==> src/sv/assert_macros.svh <==
// Assertion helpers included by the qualifier unit RTL.
`ifndef ASSERT_MACROS_SVH
`define ASSERT_MACROS_SVH

// Implication checked on every rising edge of clk, disabled while in reset.
`define TFQ_ASSERT(label, prop, msg) \
    label: assert property (@(posedge clk) disable iff (!rst_n) (prop)) \
        else $error(msg);

// Condition that must never be true at a rising edge of clk outside reset.
`define TFQ_ASSERT_NEVER(label, cond, msg) \
    label: assert property (@(posedge clk) disable iff (!rst_n) !(cond)) \
        else $error(msg);

`endif

==> src/sv/tfq_pkg.sv <==
package tfq_pkg;

    // One thermocouple sample.
    typedef struct packed {
        logic signed [15:0] temperature;
        logic               reading_invalid;
        logic        [7:0]  sensor_status;
    } tfq_in_t;

    // One qualified result.
    typedef struct packed {
        logic signed [15:0] trusted_temperature;
        logic               fault;
        logic        [7:0]  status_echo;
    } tfq_out_t;

    localparam int unsigned CFG_INDEX_W = 3;
    localparam int unsigned CFG_DATA_W  = 16;

    // Configuration register indexes.
    typedef enum logic [CFG_INDEX_W-1:0] {
        REG_SENSOR_PRESENT     = 3'd0,
        REG_CIRCUIT_SUSTAIN    = 3'd1,
        REG_INVALID_DEBOUNCE   = 3'd2,
        REG_GOOD_STREAK        = 3'd3,
        REG_HOT_THRESHOLD      = 3'd4,
        REG_LOW_LIMIT          = 3'd5,
        REG_HIGH_LIMIT         = 3'd6,
        REG_CIRCUIT_FAULT_MASK = 3'd7
    } tfq_reg_t;

    // Register reset values.
    localparam logic               RST_SENSOR_PRESENT     = 1'b1;
    localparam logic        [7:0]  RST_CIRCUIT_SUSTAIN    = 8'd15;
    localparam logic        [7:0]  RST_INVALID_DEBOUNCE   = 8'd3;
    localparam logic        [7:0]  RST_GOOD_STREAK        = 8'd10;
    localparam logic signed [15:0] RST_HOT_THRESHOLD      = 16'sd1600;
    localparam logic signed [15:0] RST_LOW_LIMIT          = -16'sd640;
    localparam logic signed [15:0] RST_HIGH_LIMIT         = 16'sd17600;
    localparam logic        [7:0]  RST_CIRCUIT_FAULT_MASK = 8'd48;

    // Status byte reported when no sensor is fitted.
    localparam logic [7:0] STATUS_ABSENT = 8'hFF;
    // Saturation point of the run counters.
    localparam logic [7:0] RUN_MAX       = 8'hFF;

endpackage

==> src/sv/thermocouple_fault_qualifier_unit.sv <==
// Thermocouple fault qualifier. Each sample transfer is registered, then
// checked against the plausibility window, the invalid flag and the circuit
// status bits while it is held in stage one. When it moves on, the bad and
// good run counters, the fault flag and the last trusted temperature are
// updated and the result is loaded into the output register; a stalled
// output holds the sample in stage one. One sample is accepted every cycle
// as long as the output side keeps taking results; the single output
// register sets that figure. Configuration registers are written through
// the plain write port and should only change while no sample is in
// flight. After reset the channel reports a fault until enough clean
// samples have been seen.
`include "assert_macros.svh"

module thermocouple_fault_qualifier_unit
    import tfq_pkg::*;
(
    input  logic                   clk,
    input  logic                   rst_n,
    // Sample input channel.
    input  logic                   in_valid,
    output logic                   in_stall,
    input  tfq_in_t                in_data,
    // Result output channel.
    output logic                   out_valid,
    input  logic                   out_stall,
    output tfq_out_t               out_data,
    // Configuration write port.
    input  logic                   cfg_write_en,
    input  logic [CFG_INDEX_W-1:0] cfg_index,
    input  logic [CFG_DATA_W-1:0]  cfg_data
);

    // Configuration registers.
    logic               sensor_present_reg;
    logic        [7:0]  circuit_sustain_reg;
    logic        [7:0]  invalid_debounce_reg;
    logic        [7:0]  good_streak_reg;
    logic signed [15:0] hot_threshold_reg;
    logic signed [15:0] low_limit_reg;
    logic signed [15:0] high_limit_reg;
    logic        [7:0]  circuit_fault_mask_reg;

    // Pipeline registers.
    logic     s1_valid_reg;
    tfq_in_t  s1_data_reg;
    logic     out_valid_reg;
    tfq_out_t out_data_reg;

    // Qualifier state.
    logic        [7:0]  bad_run_reg;
    logic        [7:0]  bad_run_next;
    logic        [7:0]  good_run_reg;
    logic        [7:0]  good_run_next;
    logic               fault_reg;
    logic               fault_next;
    logic signed [15:0] held_temp_reg;
    logic signed [15:0] held_temp_next;
    logic        [7:0]  echo_next;

    // Handshake control.
    logic out_free;
    logic s1_advance;
    logic in_transfer;

    // Classification of the sample in stage one.
    logic       in_window;
    logic       invalid;
    logic       circuit;
    logic       suspect;
    logic [7:0] run_limit;
    logic [7:0] bad_run_inc;
    logic [7:0] good_run_inc;

    assign out_free    = !out_valid_reg || !out_stall;
    assign s1_advance  = s1_valid_reg && out_free;
    assign in_stall    = s1_valid_reg && !out_free;
    assign in_transfer = in_valid && !in_stall;

    assign out_valid = out_valid_reg;
    assign out_data  = out_data_reg;

    // Configuration register writes.
    always_ff @(posedge clk or negedge rst_n)
    begin
        if (!rst_n)
        begin
            sensor_present_reg     <= RST_SENSOR_PRESENT;
            circuit_sustain_reg    <= RST_CIRCUIT_SUSTAIN;
            invalid_debounce_reg   <= RST_INVALID_DEBOUNCE;
            good_streak_reg        <= RST_GOOD_STREAK;
            hot_threshold_reg      <= RST_HOT_THRESHOLD;
            low_limit_reg          <= RST_LOW_LIMIT;
            high_limit_reg         <= RST_HIGH_LIMIT;
            circuit_fault_mask_reg <= RST_CIRCUIT_FAULT_MASK;
        end
        else if (cfg_write_en)
        begin
            unique case (tfq_reg_t'(cfg_index))
                REG_SENSOR_PRESENT:     sensor_present_reg     <= cfg_data[0];
                REG_CIRCUIT_SUSTAIN:    circuit_sustain_reg    <= cfg_data[7:0];
                REG_INVALID_DEBOUNCE:   invalid_debounce_reg   <= cfg_data[7:0];
                REG_GOOD_STREAK:        good_streak_reg        <= cfg_data[7:0];
                REG_HOT_THRESHOLD:      hot_threshold_reg      <= cfg_data;
                REG_LOW_LIMIT:          low_limit_reg          <= cfg_data;
                REG_HIGH_LIMIT:         high_limit_reg         <= cfg_data;
                REG_CIRCUIT_FAULT_MASK: circuit_fault_mask_reg <= cfg_data[7:0];
                default:                sensor_present_reg     <= sensor_present_reg;
            endcase
        end
    end

    // Input register: takes a sample whenever stage one is free or draining.
    always_ff @(posedge clk or negedge rst_n)
    begin
        if (!rst_n)
        begin
            s1_valid_reg <= 1'b0;
        end
        else if (!in_stall)
        begin
            s1_valid_reg <= in_valid;
        end
    end

    always_ff @(posedge clk)
    begin
        if (in_transfer)
        begin
            s1_data_reg <= in_data;
        end
    end

    // Sample classification.
    always_comb
    begin
        in_window = (s1_data_reg.temperature > low_limit_reg)
                 && (s1_data_reg.temperature < high_limit_reg);
        invalid   = s1_data_reg.reading_invalid || !in_window;
        circuit   = (s1_data_reg.sensor_status & circuit_fault_mask_reg) != 8'd0;
        suspect   = invalid
                 || (circuit && (s1_data_reg.temperature < hot_threshold_reg));
        run_limit    = invalid ? invalid_debounce_reg : circuit_sustain_reg;
        bad_run_inc  = (bad_run_reg == RUN_MAX) ? RUN_MAX : bad_run_reg + 8'd1;
        good_run_inc = (good_run_reg == RUN_MAX) ? RUN_MAX : good_run_reg + 8'd1;
    end

    // Run counters, fault flag and held temperature.
    always_comb
    begin
        bad_run_next   = bad_run_reg;
        good_run_next  = good_run_reg;
        fault_next     = fault_reg;
        held_temp_next = held_temp_reg;
        echo_next      = s1_data_reg.sensor_status;
        if (!sensor_present_reg)
        begin
            fault_next = 1'b1;
            echo_next  = STATUS_ABSENT;
        end
        else if (!suspect)
        begin
            bad_run_next  = 8'd0;
            good_run_next = good_run_inc;
            if (!(fault_reg && (good_run_inc < good_streak_reg)))
            begin
                fault_next     = 1'b0;
                held_temp_next = s1_data_reg.temperature;
            end
        end
        else
        begin
            good_run_next = 8'd0;
            bad_run_next  = bad_run_inc;
            if (bad_run_inc >= run_limit)
            begin
                fault_next = 1'b1;
            end
        end
    end

    // State update when a sample moves into the output register.
    always_ff @(posedge clk or negedge rst_n)
    begin
        if (!rst_n)
        begin
            bad_run_reg   <= 8'd0;
            good_run_reg  <= 8'd0;
            fault_reg     <= 1'b1;
            held_temp_reg <= 16'sd0;
        end
        else if (s1_advance)
        begin
            bad_run_reg   <= bad_run_next;
            good_run_reg  <= good_run_next;
            fault_reg     <= fault_next;
            held_temp_reg <= held_temp_next;
        end
    end

    // Output register.
    always_ff @(posedge clk or negedge rst_n)
    begin
        if (!rst_n)
        begin
            out_valid_reg <= 1'b0;
        end
        else if (out_free)
        begin
            out_valid_reg <= s1_valid_reg;
        end
    end

    always_ff @(posedge clk)
    begin
        if (s1_advance)
        begin
            out_data_reg.trusted_temperature <= held_temp_next;
            out_data_reg.fault               <= fault_next;
            out_data_reg.status_echo         <= echo_next;
        end
    end

    // An absent sensor always yields a faulted result with the absent status.
    `TFQ_ASSERT(a_absent_result,
        (s1_advance && !sensor_present_reg) |=>
        (out_valid_reg && out_data_reg.fault && out_data_reg.status_echo == STATUS_ABSENT),
        "absent sensor did not report a fault")

    // The two run counters are never both running.
    `TFQ_ASSERT_NEVER(a_runs_exclusive,
        (bad_run_reg != 8'd0) && (good_run_reg != 8'd0),
        "bad and good runs both nonzero")

    // A fault only clears on a clean sample, so the good run has started.
    `TFQ_ASSERT(a_fault_clear_on_good,
        $fell(fault_reg) |-> (good_run_reg != 8'd0),
        "fault cleared without a clean sample")

    // The input side only stalls while stage one holds a sample.
    `TFQ_ASSERT(a_stall_has_cause,
        in_stall |-> (s1_valid_reg && out_valid_reg),
        "input stalled with room in the pipeline")

endmodule
==> config.mk <==
export PLATFORM = sky130hd
export DESIGN_NAME = thermocouple_fault_qualifier_unit
export DESIGN_NICKNAME = d
export VERILOG_FILES = /design/src/sv/tfq_pkg.sv /design/src/sv/thermocouple_fault_qualifier_unit.sv
export VERILOG_INCLUDE_DIRS = /design/src /design/src/sv
export SDC_FILE = /design/constraint.sdc
export NUM_CORES = 1
export LEC_CHECK = 0
export ABC_AREA = 1
export BUFFER_PORTS_ARGS = -buffer_cell sky130_fd_sc_hd__buf_2
export CAP_MARGIN = 10
export CORE_AREA = 4 4 135 170
export DETAILED_ROUTE_END_ITERATION = 8
export DIE_AREA = 0 0 139 174
export GPL_TIMING_DRIVEN = 1
export PLACE_DENSITY = 0.58
export REMOVE_ABC_BUFFERS = 1
export SLEW_MARGIN = 20
export SYNTH_ARGS = -nofsm -noshare
export SYNTH_HDL_FRONTEND = slang
export SYNTH_SLANG_ARGS = --single-unit
==> constraint.sdc <==
create_clock -name clk -period 3 [get_ports clk]
set_input_delay 0.6 -clock clk [delete_from_list [all_inputs] [get_ports clk]]
set_output_delay 0.6 -clock clk [all_outputs]
set_load 0.01 [all_outputs]
==> results.tsv, run 1 <==
stage	metric	value	unit
global_route	initial antenna violation count	0	
timing	final period utilization	1.05	
synth	per-instance average area after synthesis	8.75	sq um
critical_path	slowest CP cell	edfxtp_1	
timing	final hold vios	0	
final_layout	Layout fillers	2072	
floorplanning	row count	60	
placed_design	GP Congestion	0.798	
drt	number of DRC markers in iteration 0	419	
clocking	Worst-path clk slew	70	ps
pwr	Sequential Power Share	0.403	
drt	Detailed Route WL	20.6	mm
synth	fraction of registers with async set/reset	0.699	
pwr	PwrDens	732	mW/mm^2
global_route	met3 Use GR	0.0316	
critical_path	Crit. End Element	flop	
timing	clk_skew	15.4	ps
global_route	vias in the first global route	6445	
pwr	Leakage	0.00513	uW
drt	DRC viols	0	
critical_path	CP dominant cell by count	nand2_2	
clocking	clock latency at the later pin of the worst-skew pair	430	ps
synth	YS warnings	0	
pwr	Peak VDD IR	424	uV
global_route	largest net degree at the start of global routing	48	
floorplanning	Die Ht	174	microns
timing	pins over their slew limit	0	
synth	Syn Std Cell Area	0.00845	sq mm
synth	predominant post-synthesis flop cell	dfrtp_1	
pwr	NetSw	2450	uW
final_layout	commonest non-fill, non-tap cell in the layout	nand2_1	
floorplanning	Total Die Area	0.0242	sq mm
global_route	met2 usage	0.305	
synth	number of flops mapped to enable cells by yosys	50	
pwr	switching share of power	0.319	
synth	top cell type by total area after synthesis	dfrtp_1	
global_route	first-pass GRT wire length	33.0	mm
pwr	power consumption	7690	uW
placed_design	Buffers on Ports	75	
drt	Final ANT Viol Nets	0	
drt	drt first pass iters	5	
critical_path	crit-path max cell delay	490	ps
timing	highest clock rate	0.319	GHz
final_layout	Finished Layout Cells	1379	
clocking	cts hold-fix bufs	0	
run_status	status	finished, violations left	
critical_path	Required @ worst endpoint	3180	ps
timing	Final min period	3140	ps
clocking	cts bufs inserted	17	
drt	vias per inst	4.74	
final_layout	area grow syn2layout	24.3	%
drt	WL/cell	14.9	microns
clocking	Clock Path Buffers	2	
timing	final setup vio count	2	
floorplanning	die width	139	microns
critical_path	worst path cell trace	buf_6 > ha_4 > nand2_2 > nor2_1 > nor3_1 > nand2_1 > nand2_2 > nand2_2 > nand2_1 > nand2_1 > nand2_2 > buf_6 > mux2i_1 > ha_1 > a2111oi_4 > nand3_2 > and2_1	
final_layout	share of cells above drive strength 1	0.235	
clocking	CTS Root Cell	clkbuf_16	
clocking	CTS tree	yes	
timing	PnR worst setup slack	-139	ps
run_status	failing checks	negative setup slack	
pwr	clock power share	0.317	
placed_design	Detail Placement HPWL	14.7	mm
placed_design	placed cell count	1334	
global_route	gr ovfl total	0	
pwr	Pint	5240	uW
worst_hold_path	Worst Hold Class	in -> async	
final_layout	Diodes inserted	0	
final_layout	nets@finish	1199	
critical_path	CP Class	reg -> reg	
critical_path	Setup crit start kind	flop	
synth	Yosys cell types	37	
floorplanning	Initial Util	0.396	
floorplanning	core area	0.0213	sq mm
synth	Synth top area share	0.264	
synth	synthesized flop and latch total	166	
critical_path	crit path max fanout	4	
clocking	total clock sinks	166	
run	Max Cap Viol	0	
final_layout	most frequent cells in the layout	224 x nand2_1, 162 x inv_1, 107 x o21ai_0	
drt	routed vias	6541	
timing	worst slew pin tran	989	ps
clocking	H-Tree Depth	4	
timing	unrepaired setup endpoints after global routing	true	
global_route	Global Route Usage Sum	0.171	
global_route	GRT busiest layer	met2	
critical_path	crit path DAT	3320	ps
synth	Synth Instances	965	
timing	worst-case hold slack	148	ps
floorplanning	Ports	76	
global_route	grt met1 use	0.214	
pwr	combinational power share	0.280	
timing	worst relative slew slack	0.339	
synth	Synth area leaders	dfrtp_1 26%, edfxtp_1 18%, nand2_1 11%	
synth	register area share after synthesis	0.525	
## stage by stage
step                utilization  instance area (sq um)  TNS (ps)  worst slack (ps)
global placement          0.441                   9400      -302              -191
finish                    0.492                  10500      -176              -139
floorplan                     -                   8340     -89.5             -89.5
global route              0.492                  10500      -612              -344
detailed placement        0.441                   9400      -471              -275
CTS                       0.476                  10100      -213              -141
## worst paths after layout
check	from	to	slack, ps	cells after the start
worst max-delay path	s1_data_reg[15]$_DFFE_PP_	out_data[8]$_DFFE_PP_	-140	17
worst min-delay path	rst_n	bad_run_reg[4]$_DFFE_PN0P_	150	1
worst max register to register	s1_data_reg[15]$_DFFE_PP_	out_data[8]$_DFFE_PP_	-140	17
worst min register to register	s1_valid_reg$_DFFE_PN0N_	out_valid$_DFFE_PN0N_	470	2
max in group asynchronous	rst_n	invalid_debounce_reg[0]$_DFFE_PN1P_	2080	2
min in group clk	in_data[19]	s1_data_reg[19]$_DFFE_PP_	340	1
## final cells by class
class,count,area [sq um],area share
flip-flops and latches,166,4440,0.423
multi-input cells,605,3590,0.342
repair buffers,126,826,0.0787
inverters,171,642,0.0611
clock buffers,20,467,0.0445
well taps,279,349,0.0333
clock inverters,12,189,0.0180
## synthesized netlist by cell type (3+ instances only)
| master | instances |
|---|---|
| nand2_1 | 240 |
| inv_1 | 168 |
| o21ai_0 | 117 |
| dfrtp_1 | 89 |
| ha_1 | 63 |
| nor2_1 | 57 |
| edfxtp_1 | 50 |
| a21oi_1 | 40 |
| dfstp_2 | 27 |
| nand3_1 | 22 |
| clkbuf_1 | 14 |
| o22ai_1 | 13 |
| o21ai_1 | 12 |
| nor3_1 | 8 |
| mux2i_1 | 7 |
| buf_4 | 4 |
| nand4_1 | 4 |
| nor2_2 | 4 |
| a31oi_1 | 3 |
| or2_2 | 3 |
## timing repair
item                       in CTS  in global routing
setup endpoints to repair       2                 35
pin swaps                      14                 45
cloned                          0                  0
resized for setup              14                 66
buffers inserted                2                 11
## logic make-up (layout without fill, tap and decap cells)
kind of cell               count (synthesis)  in the layout  synth area share
muxes                                      7              7           0.00829
adders and majority gates                 63             63            0.0933
and+or+nand+nor                          346            346             0.168
buffers and inverters                    194            329            0.0893
DFF                                      166            166             0.525
xor gates and xnor gates                   1              1           0.00104
AOI/OAI and AO/OA                        188            188             0.115
## worst max-delay path, delay by kind of cell, from the launching register on
family | cells | cell delay (ps)
and+or+nand+nor | 11 | 1020
DFF | 1 | 490
adders and majority gates | 2 | 490
AOI/OAI and AO/OA | 1 | 370
buffers and inverters | 2 | 310
muxes | 1 | 190
## power by group through the flow
stage               Sequential (uW)  Combinational [uW]  Clock (uW)
finish                         3100                2150        2440
global route                   3150                2490        2570
CTS                            3090                1980        2470
detailed placement             3130                1910           0
global placement               3110                1880           0
floorplan                      3100                1260           0
## metal layers
layer	wire length, microns	vias to the layer above
met2	10800	90
met1	8960	3079
li1	-	3353
met4	238	0
met5	0	-
met3	571	19
Power figures use the tool's default switching activity.
==> run 2: changes to the inputs <==
- BUFFER_PORTS_ARGS: -buffer_cell sky130_fd_sc_hd__buf_2 -> -buffer_cell sky130_fd_sc_hd__buf_4
- SKIP_CTS_REPAIR_TIMING: default -> 1
==> results.tsv, run 2 (synthesized netlist as in run 1, its figures left out) <==
stage	metric	value	unit	change
floorplanning	Ports	76		unchanged
timing	worst relative slew slack	0.330		-0.00869
floorplanning	Die Ht	174	microns	unchanged
timing	setup tns final	-253	ps	-76.9 ps
timing	highest clock rate	0.317	GHz	-0.47%
timing	Final min period	3150	ps	+14.8 ps
clocking	cts bufs inserted	17		unchanged
timing	final hold vios	0		unchanged
drt	routed vias	6472		-1.1%
floorplanning	Initial Util	0.396		unchanged
timing	worst-case hold slack	186	ps	+37.8 ps
final_layout	area grow syn2layout	24.0	%	
drt	Detailed Route WL	20.2	mm	-2.0%
timing	worst slew pin tran	1000	ps	+13.0 ps
critical_path	Required @ worst endpoint	3190	ps	about the same
pwr	Peak VDD IR	424	uV	about the same
timing	final period utilization	1.05		+0.00493
critical_path	CP Class	reg -> reg		
pwr	Sequential Power Share	0.407		+0.004
pwr	Leakage	0.00513	uW	about the same
pwr	PwrDens	725	mW/mm^2	-0.95%
critical_path	FF-to-FF setup slack	-150	ps	about the same
run_status	status	finished, violations left		
critical_path	crit-path max cell delay	530	ps	+40 ps
placed_design	GP Congestion	0.829		+3.9%
drt	vias per inst	4.72		-0.55%
critical_path	slowest CP cell	dfstp_2		
critical_path	crit path max fanout	4		unchanged
timing	unrepaired setup endpoints after global routing	true		
critical_path	R2R Path Start	low_limit_reg[13]$_DFFE_PN1P_		
critical_path	Setup crit start kind	flop		
floorplanning	Total Die Area	0.0242	sq mm	unchanged
clocking	CTS tree	yes		
final_layout	nets@finish	1192		-0.58%
final_layout	commonest non-fill, non-tap cell in the layout	nand2_1		
critical_path	crit path DAT	3340	ps	+20 ps
run	Max Cap Viol	0		unchanged
floorplanning	core area	0.0213	sq mm	unchanged
clocking	CTS Root Cell	clkbuf_16		
floorplanning	row count	60		unchanged
global_route	first-pass GRT wire length	33.3	mm	+0.80%
timing	clk_skew	11.5	ps	-3.95 ps
clocking	Worst-path clk slew	70	ps	about the same
drt	drt first pass iters	4		-1
timing	pins over their slew limit	0		unchanged
critical_path	reg2reg end	out_data[8]$_DFFE_PP_		
pwr	switching share of power	0.318		-0.000758
final_layout	share of cells above drive strength 1	0.210		-0.0250
placed_design	Buffers on Ports	75		unchanged
pwr	clock power share	0.316		about the same
global_route	Global Route Usage Sum	0.171		-0.000454
global_route	gr ovfl total	0		unchanged
timing	final setup vio count	2		unchanged
critical_path	CP dominant cell by count	nand2_1		
drt	DRC viols	0		unchanged
floorplanning	die width	139	microns	unchanged
clocking	total clock sinks	166		unchanged
critical_path	Crit. End Element	flop		
worst_hold_path	Worst Hold Class	in -> async		
final_layout	Diodes inserted	0		unchanged
clocking	Clock Path Buffers	2		unchanged
run_status	failing checks	negative setup slack		
drt	WL/cell	14.7	microns	-1.5%
pwr	Pint	5180	uW	-1.1%
critical_path	worst r2r path cells	16		-1
drt	Final ANT Viol Nets	0		unchanged
pwr	NetSw	2420	uW	-1.4%
critical_path	worst path cell trace	inv_1 > ha_4 > a21oi_2 > o21ai_1 > a21oi_2 > nand2_1 > nand2_1 > nand2_1 > nor2_2 > nand2_2 > buf_4 > mux2i_1 > ha_1 > a2111oi_2 > nand3_2 > and2_4		
clocking	H-Tree Depth	4		unchanged
global_route	initial antenna violation count	0		unchanged
timing	PnR worst setup slack	-153	ps	-14.8 ps
pwr	combinational power share	0.277		-0.003
global_route	vias in the first global route	6629		+2.9%
placed_design	Detail Placement HPWL	14.6	mm	-0.55%
final_layout	most frequent cells in the layout	233 x nand2_1, 167 x inv_1, 114 x buf_4		
global_route	largest net degree at the start of global routing	49		+2.1%
drt	number of DRC markers in iteration 0	380		-9.3%
clocking	clock latency at the later pin of the worst-skew pair	430	ps	about the same
run 2: worst max-delay path, delay by kind of cell (launching register included):
kind / cells / cell delay [ps]
AO/OA/AOI/OAI: 4 / 820
adder cells (fa/ha/maj): 2 / 520
buffers and inverters: 2 / 230
multiplexers: 1 / 160
AND/OR/NAND/NOR: 7 / 680
flip-flops: 1 / 530
run 2: routing by layer:
metal / vias up / GRT usage / share of wire
met2: 92 / 0.310 / 0.52
met3: 29 / 0.0347 / 0.031
met4: 0 / 0.0465 / 0.019
met1: 3022 / 0.206 / 0.43
met5: - / 0 / 0
li1: 3329 / - / -
run 2: metrics by stage:
stage	power, uW	util	cells	worst slack, ps	instance area (sq um)
final	7600	0.491	1372	-153	10500
after global routing	8150	0.491	1372	-403	10500
after floorplan	4360	-	942	-89.5	8340
after CTS	7540	0.481	1371	-346	10300
after detailed placement	5100	0.451	1339	-276	9620
after global placement	5060	0.451	1339	-203	9620
run 2: worst max path at each step:
stage	start	end	slack (ps)	cells after the start
2_1_floorplan	low_limit_reg[15]$_DFFE_PN1P_	out_data[8]$_DFFE_PP_	-90	26
4_1_cts	low_limit_reg[13]$_DFFE_PN1P_	out_data[8]$_DFFE_PP_	-350	26
3_5_place_dp	low_limit_reg[13]$_DFFE_PN1P_	out_data[8]$_DFFE_PP_	-280	26
6_report	low_limit_reg[13]$_DFFE_PN1P_	out_data[8]$_DFFE_PP_	-150	16
5_1_grt	low_limit_reg[13]$_DFFE_PN1P_	out_data[8]$_DFFE_PP_	-400	24
3_3_place_gp	low_limit_reg[13]$_DFFE_PN1P_	out_data[8]$_DFFE_PP_	-200	26
run 2: layout make-up:
cell class | instances | area, sq um
Fill cell | 2079 | 10800
Sequential cell | 166 | 4440
Multi-Input combinational cell | 605 | 3460
Timing Repair Buffer | 119 | 947
Inverter | 171 | 642
Clock buffer | 17 | 425
Tap cell | 279 | 349
Clock inverter | 15 | 214
run 2: power by group through the flow:
stage / clock (uW) / sequential (uW) / combinational, uW
after floorplan: 0 / 3100 / 1260
after global placement: 0 / 3120 / 1930
after detailed placement: 0 / 3130 / 1970
after CTS: 2450 / 3090 / 1990
after global routing: 2550 / 3140 / 2450
final: 2400 / 3090 / 2100
==> run 3: changes to the inputs <==
- SETUP_SLACK_MARGIN: default -> 0.3
==> results.tsv, run 3 (synthesized netlist as in run 1, its figures left out) <==
stage	metric	value	unit	change
run_status	status	finished, violations left		
run_status	failing checks	negative setup slack		
drt	WL/cell	15.3	microns	+3.9%
drt	DRC viols	0		unchanged
timing	highest clock rate	0.318	GHz	+0.15%
drt	Metal-1 WL	8.96	mm	+3.1%
clocking	CTS tree	yes		
final_layout	fin util	0.511		+0.0194
floorplanning	Total Die Area	0.0242	sq mm	unchanged
placed_design	Detail Placement HPWL	14.6	mm	unchanged
clocking	cts bufs inserted	17		unchanged
drt	drt first pass iters	5		+1
final_layout	most frequent cells in the layout	212 x nand2_1, 162 x inv_1, 117 x buf_4		
floorplanning	Die Ht	174	microns	unchanged
global_route	vias in the first global route	6629		unchanged
global_route	Global Route Usage Sum	0.171		unchanged
pwr	PwrDens	746	mW/mm^2	+2.8%
clocking	Clock Path Buffers	2		unchanged
floorplanning	Initial Util	0.396		unchanged
timing	final hold vios	0		unchanged
critical_path	CP Class	reg -> reg		
global_route	initial antenna violation count	0		unchanged
run	Max Cap Viol	0		unchanged
pwr	power consumption	8120	uW	+6.9%
final_layout	Layout fillers	2024		-2.6%
timing	clk_skew	12.0	ps	+0.499 ps
timing	worst slew pin tran	992	ps	-10.0 ps
critical_path	Top Family by Delay on Critical Path	compound AO/OA/AOI/OAI gates		
floorplanning	core area	0.0213	sq mm	unchanged
critical_path	worst path cell trace	inv_1 > ha_4 > a21oi_2 > o21ai_1 > a21oi_2 > nand2_1 > nand2_1 > nand2_1 > nor2_2 > nand2_2 > buf_4 > mux2i_1 > ha_1 > a2111oi_2 > nand3_2 > and2_4		
final_layout	commonest non-fill, non-tap cell in the layout	nand2_1		
timing	unrepaired setup endpoints after global routing	true		
timing	PnR worst setup slack	-149	ps	+4.80 ps
critical_path	CP dominant cell by count	nand2_1		
drt	number of DRC markers in iteration 0	396		+4.2%
critical_path	Crit. End Element	flop		
clocking	CTS Root Cell	clkbuf_16		
drt	met3 WL	767	microns	+23%
critical_path	crit-path max cell delay	530	ps	about the same
floorplanning	die width	139	microns	unchanged
global_route	gr ovfl total	0		unchanged
drt	Detailed Route WL	21.1	mm	+4.5%
critical_path	Setup crit start kind	flop		
pwr	Leakage	0.00529	uW	+3.0%
final_layout	area grow syn2layout	28.9	%	
floorplanning	Ports	76		unchanged
global_route	largest net degree at the start of global routing	49		unchanged
timing	pins over their slew limit	0		unchanged
clocking	Worst-path clk slew	70	ps	about the same
drt	routed vias	6575		+1.6%
critical_path	slowest CP cell	dfstp_2		
timing	worst relative slew slack	0.337		+0.00671
critical_path	CP bufs+invs	2		unchanged
clocking	H-Tree Depth	4		unchanged
final_layout	Diodes inserted	0		unchanged
timing	final setup vio count	2		unchanged
clocking	total clock sinks	166		unchanged
critical_path	crit path DAT	3340	ps	about the same
drt	met2 wire len	11.0	mm	+4.9%
global_route	first-pass GRT wire length	33.3	mm	unchanged
final_layout	nets@finish	1200		+0.67%
worst_hold_path	Worst Hold Class	in -> async		
critical_path	crit path max fanout	4		unchanged
clocking	clock latency at the later pin of the worst-skew pair	430	ps	about the same
placed_design	Buffers on Ports	75		unchanged
floorplanning	row count	60		unchanged
timing	final period utilization	1.05		-0.00160
drt	Final ANT Viol Nets	0		unchanged
pwr	Peak VDD IR	449	uV	+6.0%
timing	worst-case hold slack	184	ps	-2.33 ps
placed_design	GP Congestion	0.829		unchanged
drt	vias per inst	4.76		+1.0%
critical_path	Required @ worst endpoint	3190	ps	about the same
final_layout	share of cells above drive strength 1	0.259		+0.0493
timing	Final min period	3150	ps	-4.80 ps
drt	Max Used Layer	met4		
## run 3: changes by cell type in the layout (fill, tap and decap cells not counted), moves of 5 or more
cell / change
nand2_1: -21
o21ai_4: +9
inv_2: +5
inv_1: -5
o21ai_1: +7
nand2_2: +6
nand2_4: +15
o21ai_0: -20
## run 3: area by class of cell
cell class                      count  area [sq um]  area share
Clock buffer                       17           425      0.0391
Inverter                          171           642      0.0590
Multi-Input combinational cell    605          3750       0.344
Clock inverter                     15           214      0.0197
Timing Repair Buffer              127          1070      0.0984
Tap cell                          279           349      0.0321
Sequential cell                   166          4440       0.408
## run 3: routing by layer
metal	vias up	global-route usage
met3	27	0.0347
met4	0	0.0465
met2	104	0.310
met5	-	0
met1	3096	0.206
li1	3348	-
## run 3: worst paths after layout
kind | start | end | slack (ps) | cells past startpoint
worst min-delay path | rst_n | bad_run_reg[2]$_DFFE_PN0P_ | 180 | 1
min in group clk | in_data[3] | s1_data_reg[3]$_DFFE_PP_ | 340 | 1
worst min register to register | s1_valid_reg$_DFFE_PN0N_ | out_valid$_DFFE_PN0N_ | 480 | 2
worst max-delay path | low_limit_reg[13]$_DFFE_PN1P_ | out_data[8]$_DFFE_PP_ | -150 | 16
max in group asynchronous | rst_n | high_limit_reg[14]$_DFFE_PN1P_ | 2060 | 2
worst max register to register | low_limit_reg[13]$_DFFE_PN1P_ | out_data[8]$_DFFE_PP_ | -150 | 16
## run 3: power by group
group / internal [uW] / switching, uW
combinational: 1130 / 1490
sequential: 2870 / 220
clock: 1420 / 983
## run 3: metrics by stage
step	TNS [ps]	cell area, sq um	instances	setup WS, ps
after CTS	-609	10300	1371	-346
final	-242	10900	1380	-149
after global routing	-828	10900	1380	-400
after global placement	-322	9620	1339	-203
after detailed placement	-472	9620	1339	-276
after floorplan	-89.5	8340	942	-89.5
